[config.mk]
export PLATFORM = sky130hd
export DESIGN_NAME = button_click_and_long_press_detector_unit_flat
export DESIGN_NICKNAME = d
export VERILOG_FILES = /design/src/sv/bcl_pkg.sv /design/src/sv/bcl_channels.sv /design/src/sv/button_click_and_long_press_detector_unit.sv /design/src/flat_wrapper.sv
export SDC_FILE = /design/constraint.sdc
export NUM_CORES = 1
export LEC_CHECK = 0
export BUFFER_PORTS_ARGS = -buffer_cell sky130_fd_sc_hd__buf_2
export CAP_MARGIN = 20
export CORE_AREA = 4 4 118 120
export CTS_CLUSTER_DIAMETER = 150
export DETAILED_ROUTE_END_ITERATION = 12
export DIE_AREA = 0 0 122 124
export PLACE_DENSITY = 0.55
export SLEW_MARGIN = 10
export SYNTH_ARGS = -nofsm -noshare
export SYNTH_HDL_FRONTEND = slang
export SYNTH_SLANG_ARGS = --single-unit
[constraint.sdc]
create_clock -name clock -period 3.1 [get_ports clock]
set_input_delay 0 -clock clock [delete_from_list [all_inputs] [get_ports clock]]
set_output_delay 0 -clock clock [all_outputs]
set_load 0.02 [all_outputs]
[src/sv/bcl_pkg.sv]
`timescale 1ns / 1ps

package bcl_pkg;

   // Configuration port geometry.
   localparam int CSR_INDEX_W = 2;
   localparam int CSR_DATA_W  = 8;

   // Register indexes on the configuration port.
   localparam logic [CSR_INDEX_W-1:0] CSR_DEBOUNCE_LIMIT   = 2'd0;
   localparam logic [CSR_INDEX_W-1:0] CSR_LONG_PRESS_LIMIT = 2'd1;
   localparam logic [CSR_INDEX_W-1:0] CSR_WINDOW_TICKS     = 2'd2;

   // Register field widths.
   localparam int DEBOUNCE_LIMIT_W   = 6;
   localparam int LONG_PRESS_LIMIT_W = 8;
   localparam int WINDOW_TICKS_W     = 8;

   // Register values after reset.
   localparam logic [DEBOUNCE_LIMIT_W-1:0]   DEBOUNCE_LIMIT_RST   = 6'd5;
   localparam logic [LONG_PRESS_LIMIT_W-1:0] LONG_PRESS_LIMIT_RST = 8'd70;
   localparam logic [WINDOW_TICKS_W-1:0]     WINDOW_TICKS_RST     = 8'd100;

   // Working state widths. The press timer can reach one beyond the
   // largest long press limit, so it needs one extra bit.
   localparam int CLICK_W = 4;
   localparam int TIMER_W = LONG_PRESS_LIMIT_W + 1;

   localparam logic [CLICK_W-1:0] CLICK_MAX = 4'd15;

   // One result as it sits in the output stages.
   typedef struct packed {
      logic               long_press;
      logic [CLICK_W-1:0] click_count;
   } rsp_payload_type;

endpackage

[src/sv/bcl_channels.sv]
`timescale 1ns / 1ps

// Request channel: one button level sample per tick.
interface bcl_req_if;
   logic valid;
   logic ready;
   logic pressed_sample;

   modport source (output valid, output pressed_sample, input ready);
   modport sink   (input valid, input pressed_sample, output ready);
endinterface

// Result channel: one report at the end of each window.
interface bcl_rsp_if;
   logic                           valid;
   logic                           ready;
   logic                           long_press;
   logic [bcl_pkg::CLICK_W-1:0]    click_count;

   modport source (output valid, output long_press, output click_count, input ready);
   modport sink   (input valid, input long_press, input click_count, output ready);
endinterface

[src/sv/button_click_and_long_press_detector_unit.sv]
`timescale 1ns / 1ps

// Channel    Direction  Handshake         Payload
// req        in         valid / ready     pressed_sample
// rsp        out        valid / ready     long_press, click_count
// csr        in         csr_we            csr_index, csr_wdata
//
// One request is taken every clock cycle while req.ready is high. A window
// report is registered in the result register, or in the skid register
// while rsp stalls. Debounce, press timer and window counters update once
// per accepted request. A two-entry output stage (result plus skid register)
// lets requests continue while a report waits; req.ready drops only while
// both entries are full. Reset is synchronous and clears all control state.
module button_click_and_long_press_detector_unit (
   input  logic                                clock,
   input  logic                                reset,
   bcl_req_if.sink                             req,
   bcl_rsp_if.source                           rsp,
   input  logic                                csr_we,
   input  logic [bcl_pkg::CSR_INDEX_W-1:0]     csr_index,
   input  logic [bcl_pkg::CSR_DATA_W-1:0]      csr_wdata
);

   // Configuration registers.
   logic [bcl_pkg::DEBOUNCE_LIMIT_W-1:0]   debounce_limit_ff;
   logic [bcl_pkg::LONG_PRESS_LIMIT_W-1:0] long_press_limit_ff;
   logic [bcl_pkg::WINDOW_TICKS_W-1:0]     window_ticks_ff;

   // Detector state.
   logic                                   window_active_ff, window_active_in;
   logic                                   debounced_level_ff, debounced_level_in;
   logic [bcl_pkg::DEBOUNCE_LIMIT_W-1:0]   debounce_counter_ff, debounce_counter_in;
   logic [bcl_pkg::TIMER_W-1:0]            press_timer_ff, press_timer_in;
   logic [bcl_pkg::WINDOW_TICKS_W-1:0]     tick_counter_ff, tick_counter_in;
   logic [bcl_pkg::CLICK_W-1:0]            clicks_ff, clicks_in;

   // Output stages.
   logic                                   out_valid_ff;
   bcl_pkg::rsp_payload_type               out_data_ff;
   logic                                   skid_valid_ff;
   bcl_pkg::rsp_payload_type               skid_data_ff;

   logic                                   req_accept;
   logic                                   result_fire;
   bcl_pkg::rsp_payload_type               result_data;

   assign req.ready  = !skid_valid_ff;
   assign req_accept = req.valid && req.ready;

   // Configuration writes; unknown indexes are ignored.
   always_ff @(posedge clock) begin
      if (reset) begin
         debounce_limit_ff   <= bcl_pkg::DEBOUNCE_LIMIT_RST;
         long_press_limit_ff <= bcl_pkg::LONG_PRESS_LIMIT_RST;
         window_ticks_ff     <= bcl_pkg::WINDOW_TICKS_RST;
      end else if (csr_we) begin
         unique case (csr_index)
            bcl_pkg::CSR_DEBOUNCE_LIMIT:
               debounce_limit_ff <= csr_wdata[bcl_pkg::DEBOUNCE_LIMIT_W-1:0];
            bcl_pkg::CSR_LONG_PRESS_LIMIT:
               long_press_limit_ff <= csr_wdata[bcl_pkg::LONG_PRESS_LIMIT_W-1:0];
            bcl_pkg::CSR_WINDOW_TICKS:
               window_ticks_ff <= csr_wdata[bcl_pkg::WINDOW_TICKS_W-1:0];
            default: ;
         endcase
      end
   end

   // Per-tick update: window open, debounce, press timer and window end.
   always_comb begin
      logic                                 level;
      logic                                 base_level;
      logic [bcl_pkg::DEBOUNCE_LIMIT_W-1:0] base_counter;
      logic [bcl_pkg::TIMER_W-1:0]          base_timer;
      logic [bcl_pkg::WINDOW_TICKS_W-1:0]   base_ticks;
      logic [bcl_pkg::CLICK_W-1:0]          base_clicks;

      level = req.pressed_sample;

      window_active_in    = window_active_ff;
      debounced_level_in  = debounced_level_ff;
      debounce_counter_in = debounce_counter_ff;
      press_timer_in      = press_timer_ff;
      tick_counter_in     = tick_counter_ff;
      clicks_in           = clicks_ff;
      result_fire         = 1'b0;
      result_data.long_press  = 1'b0;
      result_data.click_count = clicks_ff;

      // A pressed sample while idle opens a window with one click.
      if (window_active_ff) begin
         base_level   = debounced_level_ff;
         base_counter = debounce_counter_ff;
         base_timer   = press_timer_ff;
         base_ticks   = tick_counter_ff;
         base_clicks  = clicks_ff;
      end else begin
         base_level   = 1'b1;
         base_counter = '0;
         base_timer   = '0;
         base_ticks   = '0;
         base_clicks  = 4'd1;
      end

      if (req_accept && (window_active_ff || level)) begin
         window_active_in    = 1'b1;
         debounced_level_in  = base_level;
         debounce_counter_in = base_counter;
         clicks_in           = base_clicks;

         // Debounce: disagreement counts up until the level flips.
         if (level != base_level) begin
            if (base_counter < debounce_limit_ff) begin
               debounce_counter_in = base_counter + 1'b1;
            end else begin
               debounce_counter_in = '0;
               debounced_level_in  = level;
               if (level && (base_clicks < bcl_pkg::CLICK_MAX)) begin
                  clicks_in = base_clicks + 1'b1;
               end
            end
         end else if (base_counter != '0) begin
            debounce_counter_in = base_counter - 1'b1;
         end

         result_data.click_count = clicks_in;
         tick_counter_in = base_ticks;
         press_timer_in  = base_timer;

         // Press timer: a hold past the limit ends the window at once.
         priority if (debounced_level_in &&
                      (base_timer > {1'b0, long_press_limit_ff})) begin
            window_active_in       = 1'b0;
            result_fire            = 1'b1;
            result_data.long_press = 1'b1;
         end else begin
            if (debounced_level_in) begin
               press_timer_in = base_timer + 1'b1;
            end else if (base_timer != '0) begin
               press_timer_in = base_timer - 1'b1;
            end

            // Window length, counted modulo the counter width.
            tick_counter_in = base_ticks + 1'b1;
            if (tick_counter_in >= window_ticks_ff) begin
               window_active_in = 1'b0;
               result_fire      = 1'b1;
            end
         end
      end
   end

   always_ff @(posedge clock) begin
      if (reset) begin
         window_active_ff    <= 1'b0;
         debounced_level_ff  <= 1'b0;
         debounce_counter_ff <= '0;
         press_timer_ff      <= '0;
         tick_counter_ff     <= '0;
         clicks_ff           <= '0;
      end else begin
         window_active_ff    <= window_active_in;
         debounced_level_ff  <= debounced_level_in;
         debounce_counter_ff <= debounce_counter_in;
         press_timer_ff      <= press_timer_in;
         tick_counter_ff     <= tick_counter_in;
         clicks_ff           <= clicks_in;
      end
   end

   // Output stages: a new report goes to the skid register only while the
   // result register holds one that is not being taken.
   always_ff @(posedge clock) begin
      if (reset) begin
         out_valid_ff  <= 1'b0;
         skid_valid_ff <= 1'b0;
      end else begin
         if (out_valid_ff && !rsp.ready) begin
            if (result_fire) begin
               skid_valid_ff <= 1'b1;
            end
         end else if (skid_valid_ff) begin
            out_valid_ff  <= 1'b1;
            skid_valid_ff <= 1'b0;
         end else begin
            out_valid_ff <= result_fire;
         end
      end
   end

   always_ff @(posedge clock) begin
      if (out_valid_ff && !rsp.ready) begin
         if (result_fire) begin
            skid_data_ff <= result_data;
         end
      end else if (skid_valid_ff) begin
         out_data_ff <= skid_data_ff;
      end else if (result_fire) begin
         out_data_ff <= result_data;
      end
   end

   assign rsp.valid       = out_valid_ff;
   assign rsp.long_press  = out_data_ff.long_press;
   assign rsp.click_count = out_data_ff.click_count;

endmodule
[src/flat_wrapper.sv]
// flat-port wrapper written by rule: the top's interface ports become plain ports
module button_click_and_long_press_detector_unit_flat 
  (clock, reset, csr_we, csr_index, csr_wdata, req_valid, req_pressed_sample, req_ready, rsp_valid, rsp_long_press, rsp_click_count, rsp_ready);
  bcl_req_if req_i ();
  bcl_rsp_if rsp_i ();
  input  logic clock;
  input  logic reset;
  input  logic csr_we;
  input  logic [bcl_pkg::CSR_INDEX_W-1:0] csr_index;
  input  logic [bcl_pkg::CSR_DATA_W-1:0] csr_wdata;
  input wire logic [$bits(req_i.valid)-1:0] req_valid;
  input wire logic [$bits(req_i.pressed_sample)-1:0] req_pressed_sample;
  output wire logic [$bits(req_i.ready)-1:0] req_ready;
  output wire logic [$bits(rsp_i.valid)-1:0] rsp_valid;
  output wire logic [$bits(rsp_i.long_press)-1:0] rsp_long_press;
  output wire logic [$bits(rsp_i.click_count)-1:0] rsp_click_count;
  input wire logic [$bits(rsp_i.ready)-1:0] rsp_ready;
  assign req_i.valid = req_valid;
  assign req_i.pressed_sample = req_pressed_sample;
  assign req_ready = req_i.ready;
  assign rsp_valid = rsp_i.valid;
  assign rsp_long_press = rsp_i.long_press;
  assign rsp_click_count = rsp_i.click_count;
  assign rsp_i.ready = rsp_ready;
  button_click_and_long_press_detector_unit u_core (.clock(clock), .reset(reset), .req(req_i), .rsp(rsp_i), .csr_we(csr_we), .csr_index(csr_index), .csr_wdata(csr_wdata));
endmodule
==> flow_summary.json, run 1 <==
{
  "post-cts-setup-buffer-count": 0,
  "p_seq_share_pct": 40.5,
  "multi_input_comb_area_sq_um": 2256,
  "avgSynthCellArea_sq_um": 8.391,
  "hold_viol": 0,
  "die_width_um": 122,
  "ff_latch_area_sq_um": 1363,
  "gr-usage-met1_pct": 16.05,
  "synth-edff-count": 10,
  "num_antenna_cells": 0,
  "synth.net_count": 497,
  "drive_above_1_share_pct": 14.72,
  "grt.busiest_layer": "met2",
  "r2r_start": "u_core.window_active_ff",
  "async_flop_share_pct": 0,
  "htreeDepth": 3,
  "ys_top_cells_by_area": "dfxtp_1 (28%), ha_1 (9.2%), edfxtp_1 (7.9%)",
  "use_met2_pct": 22.58,
  "portBuffers": 22,
  "grt_remaining_overflow": 0,
  "postRouteAntennaNets": 0,
  "min_delay_path_depth": 2,
  "cts_tree": "built",
  "route.detailed.drc": 0,
  "nets": 535,
  "groute.usage.overall_pct": 13.46,
  "irDropWorstVdd_mv": 0.2897,
  "crit_path_start_kind": "register",
  "fp-row-count": 42,
  "switchingPower_mw": 0.5345,
  "clock-sinks": 63,
  "grt_pass1_vias": 3286,
  "tightest_slew_ns": 0.8406,
  "grt_pass1_wl_um": 15980,
  "crit_arrival_ns": 2.90,
  "fin_tns_setup_ns": 0,
  "yosys.area.top_type": "dfxtp_1",
  "crit_buf_inv": 0,
  "ys_seq_area_share_pct": 35.81,
  "rr_endpoint": "u_core.skid_data_ff[3]",
  "post_synth_and_or_nand_nor_area_fraction_pct": 22.15,
  "hold_end": "u_core.tick_counter_ff[0]",
  "cp_slowest_stage_delay_ns": 0.41,
  "syn_inst": 453,
  "grt_antenna_before_repair": 0,
  "leakage_nw": 1.921,
  "netlist_area_sq_um": 3801,
  "min_from": "reset",
  "cp_data_required_time_ns": 3.11,
  "rsz0062_at_grt": "no",
  "synth_top_family_by_area": "simple AND/OR/NAND/NOR gates",
  "route.detailed.wl_per_inst_um": 14.34,
  "die_area_sq_um": 15130,
  "nFillCells": 1321,
  "finalClockSkew_ns": 0.006624,
  "clock-root-buffer": "clkbuf_16",
  "clock_latency_ns": 0.33,
  "pre_cts_ws_ns": 0.05872,
  "drtPass1Iterations": 4,
  "grt_start_max_net_pins": 22,
  "fin_crit_sh_pct": 93.51,
  "layout_min_cycle_time_ns": 2.899,
  "crit_type": "reg2reg",
  "use_met3_pct": 3.270,
  "synth-seq-cells": 63,
  "hold_path_class": "in2reg",
  "r2r_setup_slack_ns": 0.20,
  "cts_made_buffers": 9,
  "setup_slack_ns": 0.2011,
  "synthAdderAreaFrac_pct": 9.217,
  "p_comb_share_pct": 10.8,
  "slew_violations": 0,
  "gp_congestion": 0.8906,
  "path_cells": "and2_1, ha_1, nand3_1, xor2_1, nor2_1, ha_1, o2111ai_1, o21ai_0, nand3_1, a31o_4, nor3_4",
  "synth_compound_area_share_pct": 19.91,
  "ys.flop_type": "dfxtp_1",
  "yosys.cell_types.count": 63,
  "clk_pin_slew_ns": 0.06,
  "swShare_pct": 24.95,
  "initial_core_util_pct": 29.28,
  "drtIter0Drc": 196,
  "clock_path_buffers": 2,
  "finalSetupViolations": 0,
  "slew_headroom_pct": 43.44,
  "vias_per_cell": 4.973,
  "vias": 3342,
  "muxShareOfSynthArea_pct": 3.555,
  "yosys_warnings": 0,
  "io_pins": 23,
  "postRouteWirelength_um": 9638,
  "coreArea_sq_um": 12980,
  "chipHeight_um": 124,
  "critical-path-top-delay-family": "simple AND/OR/NAND/NOR gates",
  "timing.hold.ws_ns": 0.09314,
  "post-dp-hpwl_um": 7146,
  "fmax_ghz": 0.3450,
  "syn_to_final_growth_pct": 20.70,
  "crit_path_end_kind": "register",
  "cp_max_fo": 9,
  "p_int_mw": 1.608,
  "pwr-share-clk_pct": 48.8,
  "crit_start": "u_core.window_active_ff",
  "yosys.area.top_type_share_pct": 27.91,
  "crit_slowest_cell": "dfxtp_2",
  "powerDensity_nw_per_um2": 466.9,
  "cap_violations": 0,
  "synth_xor_area_share_pct": 3.917,
  "outcome": "completed",
  "reg2regPathDepth": 11
}
==> how the worst max path moves through the flow <==
stage | endpoint | slack (ns) | cells after the start
global placement | u_core.rsp.click_count[2] | 0.14 | 11
finish | u_core.skid_data_ff[3] | 0.20 | 11
floorplan | u_core.rsp.click_count[0] | 0.03 | 14
detailed placement | u_core.rsp.click_count[3] | 0.06 | 11
global route | u_core.skid_data_ff[2] | 0.02 | 11
CTS | u_core.rsp.click_count[3] | 0.04 | 11
==> state kept, by name, summed over array words and instances, names as in the netlist <==
signal / flops
u_core.clicks_ff: 4
u_core.debounce_counter_ff: 6
u_core.debounce_limit_ff: 6
u_core.debounced_level_ff: 1
u_core.long_press_limit_ff: 8
u_core.press_timer_ff: 9
u_core.rsp.click_count: 4
u_core.rsp.long_press: 1
u_core.rsp.valid: 1
u_core.skid_data_ff: 5
u_core.skid_valid_ff: 1
u_core.tick_counter_ff: 8
u_core.window_active_ff: 1
u_core.window_ticks_ff: 8
==> layer usage <==
layer  routed length (um)  share of wire [%]
met3                  373                3.9
met4                  262                2.7
met1                 4365                 45
met2                 4637                 48
met5                    0                  0
==> per-stage QoR <==
step / area [sq um] / power [mW] / utilization [%] / std cells
floorplan: 3819 / 1.032 / - / 453
global placement: 4180 / 1.101 / 32.21 / 647
detailed placement: 4180 / 1.105 / 32.21 / 647
CTS: 4579 / 2.167 / 35.28 / 672
global route: 4588 / 2.235 / 35.35 / 672
finish: 4588 / 2.142 / 35.35 / 672
==> synthesized netlist by cell type, drive strengths merged (3+ instances only) <==
| cell | number |
|---|---|
| a21o | 6 |
| a21oi | 39 |
| a221oi | 4 |
| a22o | 8 |
| a31o | 3 |
| and2 | 21 |
| and3 | 7 |
| clkbuf | 18 |
| dfxtp | 53 |
| edfxtp | 10 |
| ha | 28 |
| inv | 34 |
| mux2 | 4 |
| mux2i | 9 |
| nand2 | 52 |
| nand2b | 5 |
| nand3 | 21 |
| nand3b | 3 |
| nand4 | 4 |
| nor2 | 38 |
| nor2b | 3 |
| nor3 | 8 |
| o211ai | 6 |
| o21ai | 16 |
| or3 | 4 |
| xnor2 | 9 |
| xor2 | 8 |
==> cell families after synthesis <==
family,Yosys count
adders and majority gates,28
buffers and inverters,53
muxes,13
AOI/OAI and AO/OA,107
DFF,63
and+or+nand+nor,172
xor gates and xnor gates,17
==> cell usage in the layout, fill, tap and decap left out, types with 3 or more instances in the layout <==
cell type / n
dfxtp_1: 52
nand2_1: 50
nor2_1: 38
a21oi_1: 37
inv_1: 34
ha_1: 28
buf_2: 22
nand3_1: 21
and2_1: 19
buf_4: 15
o21ai_0: 13
clkbuf_16: 10
edfxtp_1: 10
xnor2_1: 9
mux2i_1: 9
dlygate4sd3_1: 9
a22o_1: 8
xor2_1: 8
nor3_1: 7
and3_1: 6
o211ai_1: 6
a21o_1: 5
nand2b_1: 4
nand4_1: 4
mux2_2: 4
a221oi_1: 4
nor2b_1: 3
or3_1: 3
nand3b_1: 3
==> repair_timing <==
item	CTS	global route
hold endpoints to repair	23	0
setup endpoints to repair	0	11
hold buffers	9	0
gates resized for setup	0	2
==> power groups by stage <==
stage	clock network, mW	registers [mW]	logic, mW
detailed placement	0	0.885	0.221
finish	1.04	0.867	0.230
CTS	1.07	0.867	0.230
floorplan	0	0.879	0.153
global placement	0	0.884	0.217
global route	1.11	0.870	0.257
==> cell type report <==
type	instances	area share, %
clock buffer	11	5.536
clock inverter	5	1.200
timing repair buffer	46	6.818
inverter	34	2.782
tap	176	4.800
multi-input combinational	337	49.17
sequential	63	29.70
==> worst register-to-register path, stage by stage (launching register included) <==
cell and delay [ns]:
dfxtp_2 0.41, and2_1 0.20, ha_1 0.23, nand3_1 0.11, xor2_1 0.14, nor2_1 0.07
ha_1 0.29, o2111ai_1 0.12, o21ai_0 0.26, nand3_1 0.18, a31o_4 0.32, nor3_4 0.25
Note: power is estimated with default switching activity, not from simulation.
==> inputs of run 2 (changes only) <==
--- a/config.mk
+++ b/config.mk
@@ -6,12 +6,14 @@
 export NUM_CORES = 1
 export LEC_CHECK = 0
 export BUFFER_PORTS_ARGS = -buffer_cell sky130_fd_sc_hd__buf_2
-export CAP_MARGIN = 20
+export CAP_MARGIN = 25
+export CELL_PAD_IN_SITES_DETAIL_PLACEMENT = 0
+export CELL_PAD_IN_SITES_GLOBAL_PLACEMENT = 1
 export CORE_AREA = 4 4 118 120
 export CTS_CLUSTER_DIAMETER = 150
 export DETAILED_ROUTE_END_ITERATION = 12
 export DIE_AREA = 0 0 122 124
-export PLACE_DENSITY = 0.55
+export PLACE_DENSITY = 0.66
 export SLEW_MARGIN = 10
 export SYNTH_ARGS = -nofsm -noshare
 export SYNTH_HDL_FRONTEND = slang
==> flow_summary.json, run 2 (synthesized netlist as in run 1, its figures left out) <==
{
  "cts_tree": "built",
  "clock-root-buffer": "clkbuf_16",
  "hold_viol": 0,
  "chipHeight_um": 124,
  "hold_path_class": "in2reg",
  "fin_crit_sh_pct": 94.89,
  "htreeDepth": 3,
  "grt_antenna_before_repair": 0,
  "nets": 536,
  "post-cts-setup-buffer-count": 0,
  "clock_path_buffers": 2,
  "postPlaceCellArea_sq_um": 4188,
  "wl_met3_um": 219,
  "clock-sinks": 63,
  "portBuffers": 22,
  "r2r_setup_slack_ns": 0.16,
  "final_common_cell": "dfxtp_1",
  "layout_min_cycle_time_ns": 2.941,
  "postRouteAntennaNets": 0,
  "syn_to_final_growth_pct": 20.80,
  "clk_pin_slew_ns": 0.06,
  "gp_congestion": 0.8646,
  "route.detailed.wl_per_inst_um": 14.34,
  "post-route-util_pct": 35.38,
  "fp-row-count": 42,
  "grt_start_max_net_pins": 32,
  "num_antenna_cells": 0,
  "finalSetupViolations": 0,
  "crit_path_end_kind": "register",
  "crit_type": "reg2reg",
  "grt_pass1_vias": 3287,
  "tightest_slew_ns": 0.8005,
  "crit_arrival_ns": 2.95,
  "fin_area_sq_um": 4592,
  "die_width_um": 122,
  "slew_headroom_pct": 46.14,
  "fin_tns_setup_ns": 0,
  "pre_cts_ws_ns": 0.01889,
  "nFillCells": 1348,
  "drtPass1Iterations": 4,
  "crit_path_start_kind": "register",
  "groute.usage.overall_pct": 13.56,
  "slew_violations": 0,
  "coreArea_sq_um": 12980,
  "fmax_ghz": 0.3400,
  "rsz0062_at_grt": "no",
  "finalClockSkew_ns": 0.008081,
  "powerDensity_nw_per_um2": 472.5,
  "cp_max_fo": 9,
  "drtIter0Drc": 259,
  "route.detailed.drc": 0,
  "largest_reg_flops": 9,
  "drive_above_1_share_pct": 15.09,
  "postRouteWirelength_um": 9650,
  "setup_slack_ns": 0.1586,
  "max_flop_register": "u_core.press_timer_ff",
  "cp_data_required_time_ns": 3.10,
  "vias_per_cell": 4.899,
  "grt_remaining_overflow": 0,
  "wl_met2_um": 4922,
  "initial_core_util_pct": 29.28,
  "met1_length_um": 4363,
  "io_pins": 23,
  "timing.hold.ws_ns": 0.1088,
  "vias": 3297,
  "outcome": "completed",
  "final_cell_mix": "dfxtp_1 (52), nand2_1 (50), nor2_1 (38), a21oi_1 (37), inv_1 (34)",
  "cap_violations": 0,
  "cts_made_buffers": 9,
  "leakage_nw": 1.934,
  "clock_latency_ns": 0.33,
  "grt_pass1_wl_um": 16110,
  "die_area_sq_um": 15130,
  "irDropWorstVdd_mv": 0.1947,
  "post-dp-hpwl_um": 7254,
  "top_layer": "met4"
}
run 2: path summary, 6_finish.rpt:
check	cells after the start	to	from
worst min-delay path	3	u_core.long_press_limit_ff[2]	reset
worst min register to register	2	u_core.window_ticks_ff[1]	u_core.window_ticks_ff[1]
worst max-delay path	11	u_core.rsp.click_count[2]	u_core.window_active_ff
worst max register to register	11	u_core.rsp.click_count[2]	u_core.window_active_ff
run 2: what timing repair did:
item                                   in CTS  in global routing
hold buffers                                9                  0
setup endpoints to repair                   5                  0
resized for setup                           1                  0
endpoints found under the hold margin      23                  0
run 2: report_power, final:
part           total (mW)  internal [mW]  switching [mW]
Combinational       0.231         0.0892           0.141
Sequential          0.868          0.851          0.0167
Clock                1.07          0.697           0.374
run 2: final cells by class:
class	instances	area [sq um]	area share [%]
multi-input combinational	337	2248	48.96
clock inverter	7	87.58	1.907
clock buffer	9	225.2	4.905
tap	176	220.2	4.796
sequential	63	1363	29.67
inverter	34	127.6	2.779
timing repair buffer	47	320.3	6.975
run 2: critical path, cell delays in order (launching register included):
cell and delay (ns):
dfxtp_2 0.41, and2_1 0.20, ha_1 0.22, nand3_1 0.10
xor2_1 0.13, nor2_1 0.07, ha_1 0.29, o2111ai_1 0.12
o21ai_0 0.24, nand3_1 0.20, a31o_4 0.32, a21oi_2 0.29
run 2: layer usage:
layer | track usage, % | vias up
met4 | 3.852 | 0
met1 | 16.19 | 1566
met3 | 3.270 | 11
met5 | 0 | -
met2 | 24.27 | 40
li1 | - | 1680
run 2: through the flow:
step / power [mW] / cells
2_1_floorplan: 1.032 / 453
3_3_place_gp: 1.105 / 648
3_5_place_dp: 1.108 / 648
4_1_cts: 2.193 / 673
5_1_grt: 2.251 / 673
6_report: 2.170 / 673
==> inputs of run 3 (changes only) <==
--- a/config.mk
+++ b/config.mk
@@ -5,15 +5,16 @@
 export SDC_FILE = /design/constraint.sdc
 export NUM_CORES = 1
 export LEC_CHECK = 0
+export ABC_AREA = 1
 export BUFFER_PORTS_ARGS = -buffer_cell sky130_fd_sc_hd__buf_2
 export CAP_MARGIN = 25
 export CELL_PAD_IN_SITES_DETAIL_PLACEMENT = 0
 export CELL_PAD_IN_SITES_GLOBAL_PLACEMENT = 1
-export CORE_AREA = 4 4 118 120
+export CORE_AREA = 4 4 121 123
 export CTS_CLUSTER_DIAMETER = 150
 export DETAILED_ROUTE_END_ITERATION = 12
-export DIE_AREA = 0 0 122 124
-export PLACE_DENSITY = 0.66
+export DIE_AREA = 0 0 125 127
+export PLACE_DENSITY = 0.68
 export SLEW_MARGIN = 10
 export SYNTH_ARGS = -nofsm -noshare
 export SYNTH_HDL_FRONTEND = slang
==> flow_summary.json, run 3 <==
{
  "clock_path_buffers": 2,
  "hold_viol": 0,
  "grt_antenna_before_repair": 0,
  "slew_violations": 0,
  "hold_path_class": "in2reg",
  "cap_violations": 0,
  "grt_start_max_net_pins": 28,
  "slew_headroom_pct": 63.66,
  "postRouteAntennaNets": 0,
  "vias": 3641,
  "powerDensity_nw_per_um2": 475.7,
  "timing.hold.ws_ns": 0.01472,
  "synth-seq-cells": 63,
  "total_power_mw": 2.244,
  "drive_above_1_share_pct": 13.09,
  "portBuffers": 22,
  "r2r_setup_slack_ns": 0.17,
  "syn_inst": 581,
  "irDropWorstVdd_mv": 0.3518,
  "fin_tns_setup_ns": 0,
  "htreeDepth": 3,
  "p_comb_share_pct": 14.2,
  "avgSynthCellArea_sq_um": 6.878,
  "min_delay_path_depth": 4,
  "yosys.area.top_type_share_pct": 26.55,
  "die_area_sq_um": 15880,
  "num_antenna_cells": 0,
  "postRouteWirelength_um": 9957,
  "cp_data_required_time_ns": 3.11,
  "crit_path_start_kind": "register",
  "synth.net_count": 625,
  "cts_tree": "built",
  "reg2regPathDepth": 15,
  "pre_cts_ws_ns": 0.1043,
  "clock-sinks": 63,
  "gp_congestion": 0.7945,
  "post-dp-hpwl_um": 7517,
  "layout_min_cycle_time_ns": 2.933,
  "max_flop_register": "u_core.press_timer_ff",
  "pwr-share-clk_pct": 46.4,
  "drtPass1Iterations": 4,
  "tightest_slew_ns": 0.5445,
  "finalClockSkew_ns": 0.005616,
  "leakage_nw": 2.360,
  "die_width_um": 125,
  "nFillCells": 1501,
  "fmax_ghz": 0.3409,
  "grt_pass1_wl_um": 16940,
  "clock_latency_ns": 0.33,
  "syn_to_final_growth_pct": 18.03,
  "synth_common_cells": "nand2_1 (153), inv_1 (88), dfxtp_1 (53)",
  "setup_slack_ns": 0.1670,
  "synthMostInstantiatedCell": "nand2_1",
  "worstSetupEndpoint": "u_core.rsp.click_count[2]",
  "yosys.area.top_type": "dfxtp_1",
  "fin_crit_sh_pct": 94.61,
  "vias_per_cell": 4.557,
  "netlist_area_sq_um": 3996,
  "outcome": "completed",
  "crit_start": "u_core.window_active_ff",
  "ys.flop_type": "dfxtp_1",
  "postPlaceCellArea_sq_um": 4325,
  "async_flop_share_pct": 0,
  "rr_endpoint": "u_core.rsp.click_count[2]",
  "p_seq_share_pct": 39.3,
  "chipHeight_um": 127,
  "crit_path_end_kind": "register",
  "largest_reg_flops": 9,
  "clock-root-buffer": "clkbuf_16",
  "switchingPower_mw": 0.6034,
  "fin_area_sq_um": 4717,
  "final_common_cell": "nand2_1",
  "yosys.cell_types.count": 33,
  "route.detailed.wl_per_inst_um": 12.46,
  "post-cts-setup-buffer-count": 0,
  "swShare_pct": 26.89,
  "initial_core_util_pct": 29.24,
  "r2r_start": "u_core.window_active_ff",
  "crit_arrival_ns": 2.95,
  "finalSetupViolations": 0,
  "yosys_warnings": 0,
  "drtIter0Drc": 201,
  "grt_pass1_vias": 3557,
  "min_from": "csr_index[1]",
  "ys_seq_area_share_pct": 34.06,
  "cts_made_buffers": 9,
  "grt_remaining_overflow": 0,
  "groute.usage.overall_pct": 13.06,
  "crit_type": "reg2reg",
  "p_int_mw": 1.640,
  "ys_top_cells_by_area": "dfxtp_1 (27%), nand2_1 (14%), ha_1 (8.8%)",
  "io_pins": 23,
  "coreArea_sq_um": 13670,
  "synth-edff-count": 10,
  "clk_pin_slew_ns": 0.05,
  "cp_max_fo": 8,
  "nets": 658,
  "final_cell_mix": "nand2_1 (153), inv_1 (88), dfxtp_1 (52), nand3_1 (46), a21oi_1 (44)",
  "route.detailed.drc": 0,
  "fp-row-count": 43
}
[run 3: changes by cell type in the layout (fill, tap and decap cells not counted), moves of 7 or more]
| cell | before | now |
|---|---|---|
| a21oi_1 | 37 | 44 |
| a22o_1 | 8 | 0 |
| and2_1 | 19 | 2 |
| buf_4 | 16 | 8 |
| inv_1 | 34 | 88 |
| mux2i_1 | 9 | 0 |
| nand2_1 | 50 | 153 |
| nand2_2 | 2 | 11 |
| nand3_1 | 21 | 46 |
| o21ai_0 | 13 | 25 |
[run 3: repair_timing]
action	4_1_cts	5_1_grt
endpoints found under the setup margin	0	14
resized for setup	0	4
hold buffers	7	0
endpoints found under the hold margin	13	0
[run 3: through the flow]
step                      std cells  utilization [%]
after global placement          775            31.45
after CTS                       799            34.43
after global routing            799            34.52
final                           799            34.52
after detailed placement        776            31.65
after floorplan                 581                -
[run 3: worst max-delay path: stages (launching register included)]
cell     delay (ns)
dfxtp_2        0.40
buf_4          0.22
nand2_1        0.11
inv_1          0.08
nand3_1        0.07
inv_1          0.11
nand2_1        0.08
xnor2_1        0.14
inv_1          0.07
ha_1           0.32
nand4_1        0.12
nor3_1         0.26
nor3_2         0.10
nand2_1        0.11
nand2_1        0.14
a21oi_2        0.29
[run 3: power groups by stage]
| stage | Sequential, mW | Clock, mW | Combinational [mW] |
|---|---|---|---|
| global route | 0.886 | 1.10 | 0.368 |
| floorplan | 0.894 | 0 | 0.233 |
| detailed placement | 0.899 | 0 | 0.314 |
| CTS | 0.881 | 1.07 | 0.323 |
| global placement | 0.899 | 0 | 0.307 |
| finish | 0.882 | 1.04 | 0.319 |
[run 3: logic make-up (layout without fill, tap and decap cells)]
| kind of cell | after synthesis | after routing | share of synthesized area, % |
|---|---|---|---|
| XOR/XNOR | 14 | 14 | 3.444 |
| flip-flops | 63 | 63 | 34.06 |
| adder cells (fa/ha/maj) | 28 | 28 | 8.767 |
| AO/OA/AOI/OAI | 84 | 84 | 11.24 |
| buffers and inverters | 109 | 147 | 11.08 |
| AND/OR/NAND/NOR | 283 | 283 | 31.40 |
[run 3: worst min-delay path by stage]
stage / end / slack, ns
floorplan: u_core.debounce_limit_ff[0] / 0.13
global placement: u_core.window_ticks_ff[6] / 0.25
detailed placement: u_core.long_press_limit_ff[6] / 0.26
CTS: u_core.window_ticks_ff[4] / 0.004
global route: u_core.debounce_limit_ff[3] / 0.02
finish: u_core.debounce_limit_ff[0] / 0.01
[run 3: area by class of cell]
cell class / count / area, sq um / area share (%)
clock buffer: 11 / 254.0 / 5.385
clock inverter: 5 / 55.05 / 1.167
inverter: 93 / 349.1 / 7.401
multi-input combinational: 409 / 2203 / 46.71
sequential: 63 / 1363 / 28.89
tap: 180 / 225.2 / 4.775
timing repair buffer: 38 / 267.8 / 5.676
[run 3: metal layers]
| metal | global-route usage (%) | part of all wire [%] | vias to the layer above |
|---|---|---|---|
| met5 | 0 | 0 | - |
| met2 | 22.65 | 47 | 54 |
| met1 | 15.58 | 47 | 1654 |
| li1 | - | - | 1917 |
| met3 | 3.177 | 3.3 | 16 |
| met4 | 5.230 | 2.3 | 0 |
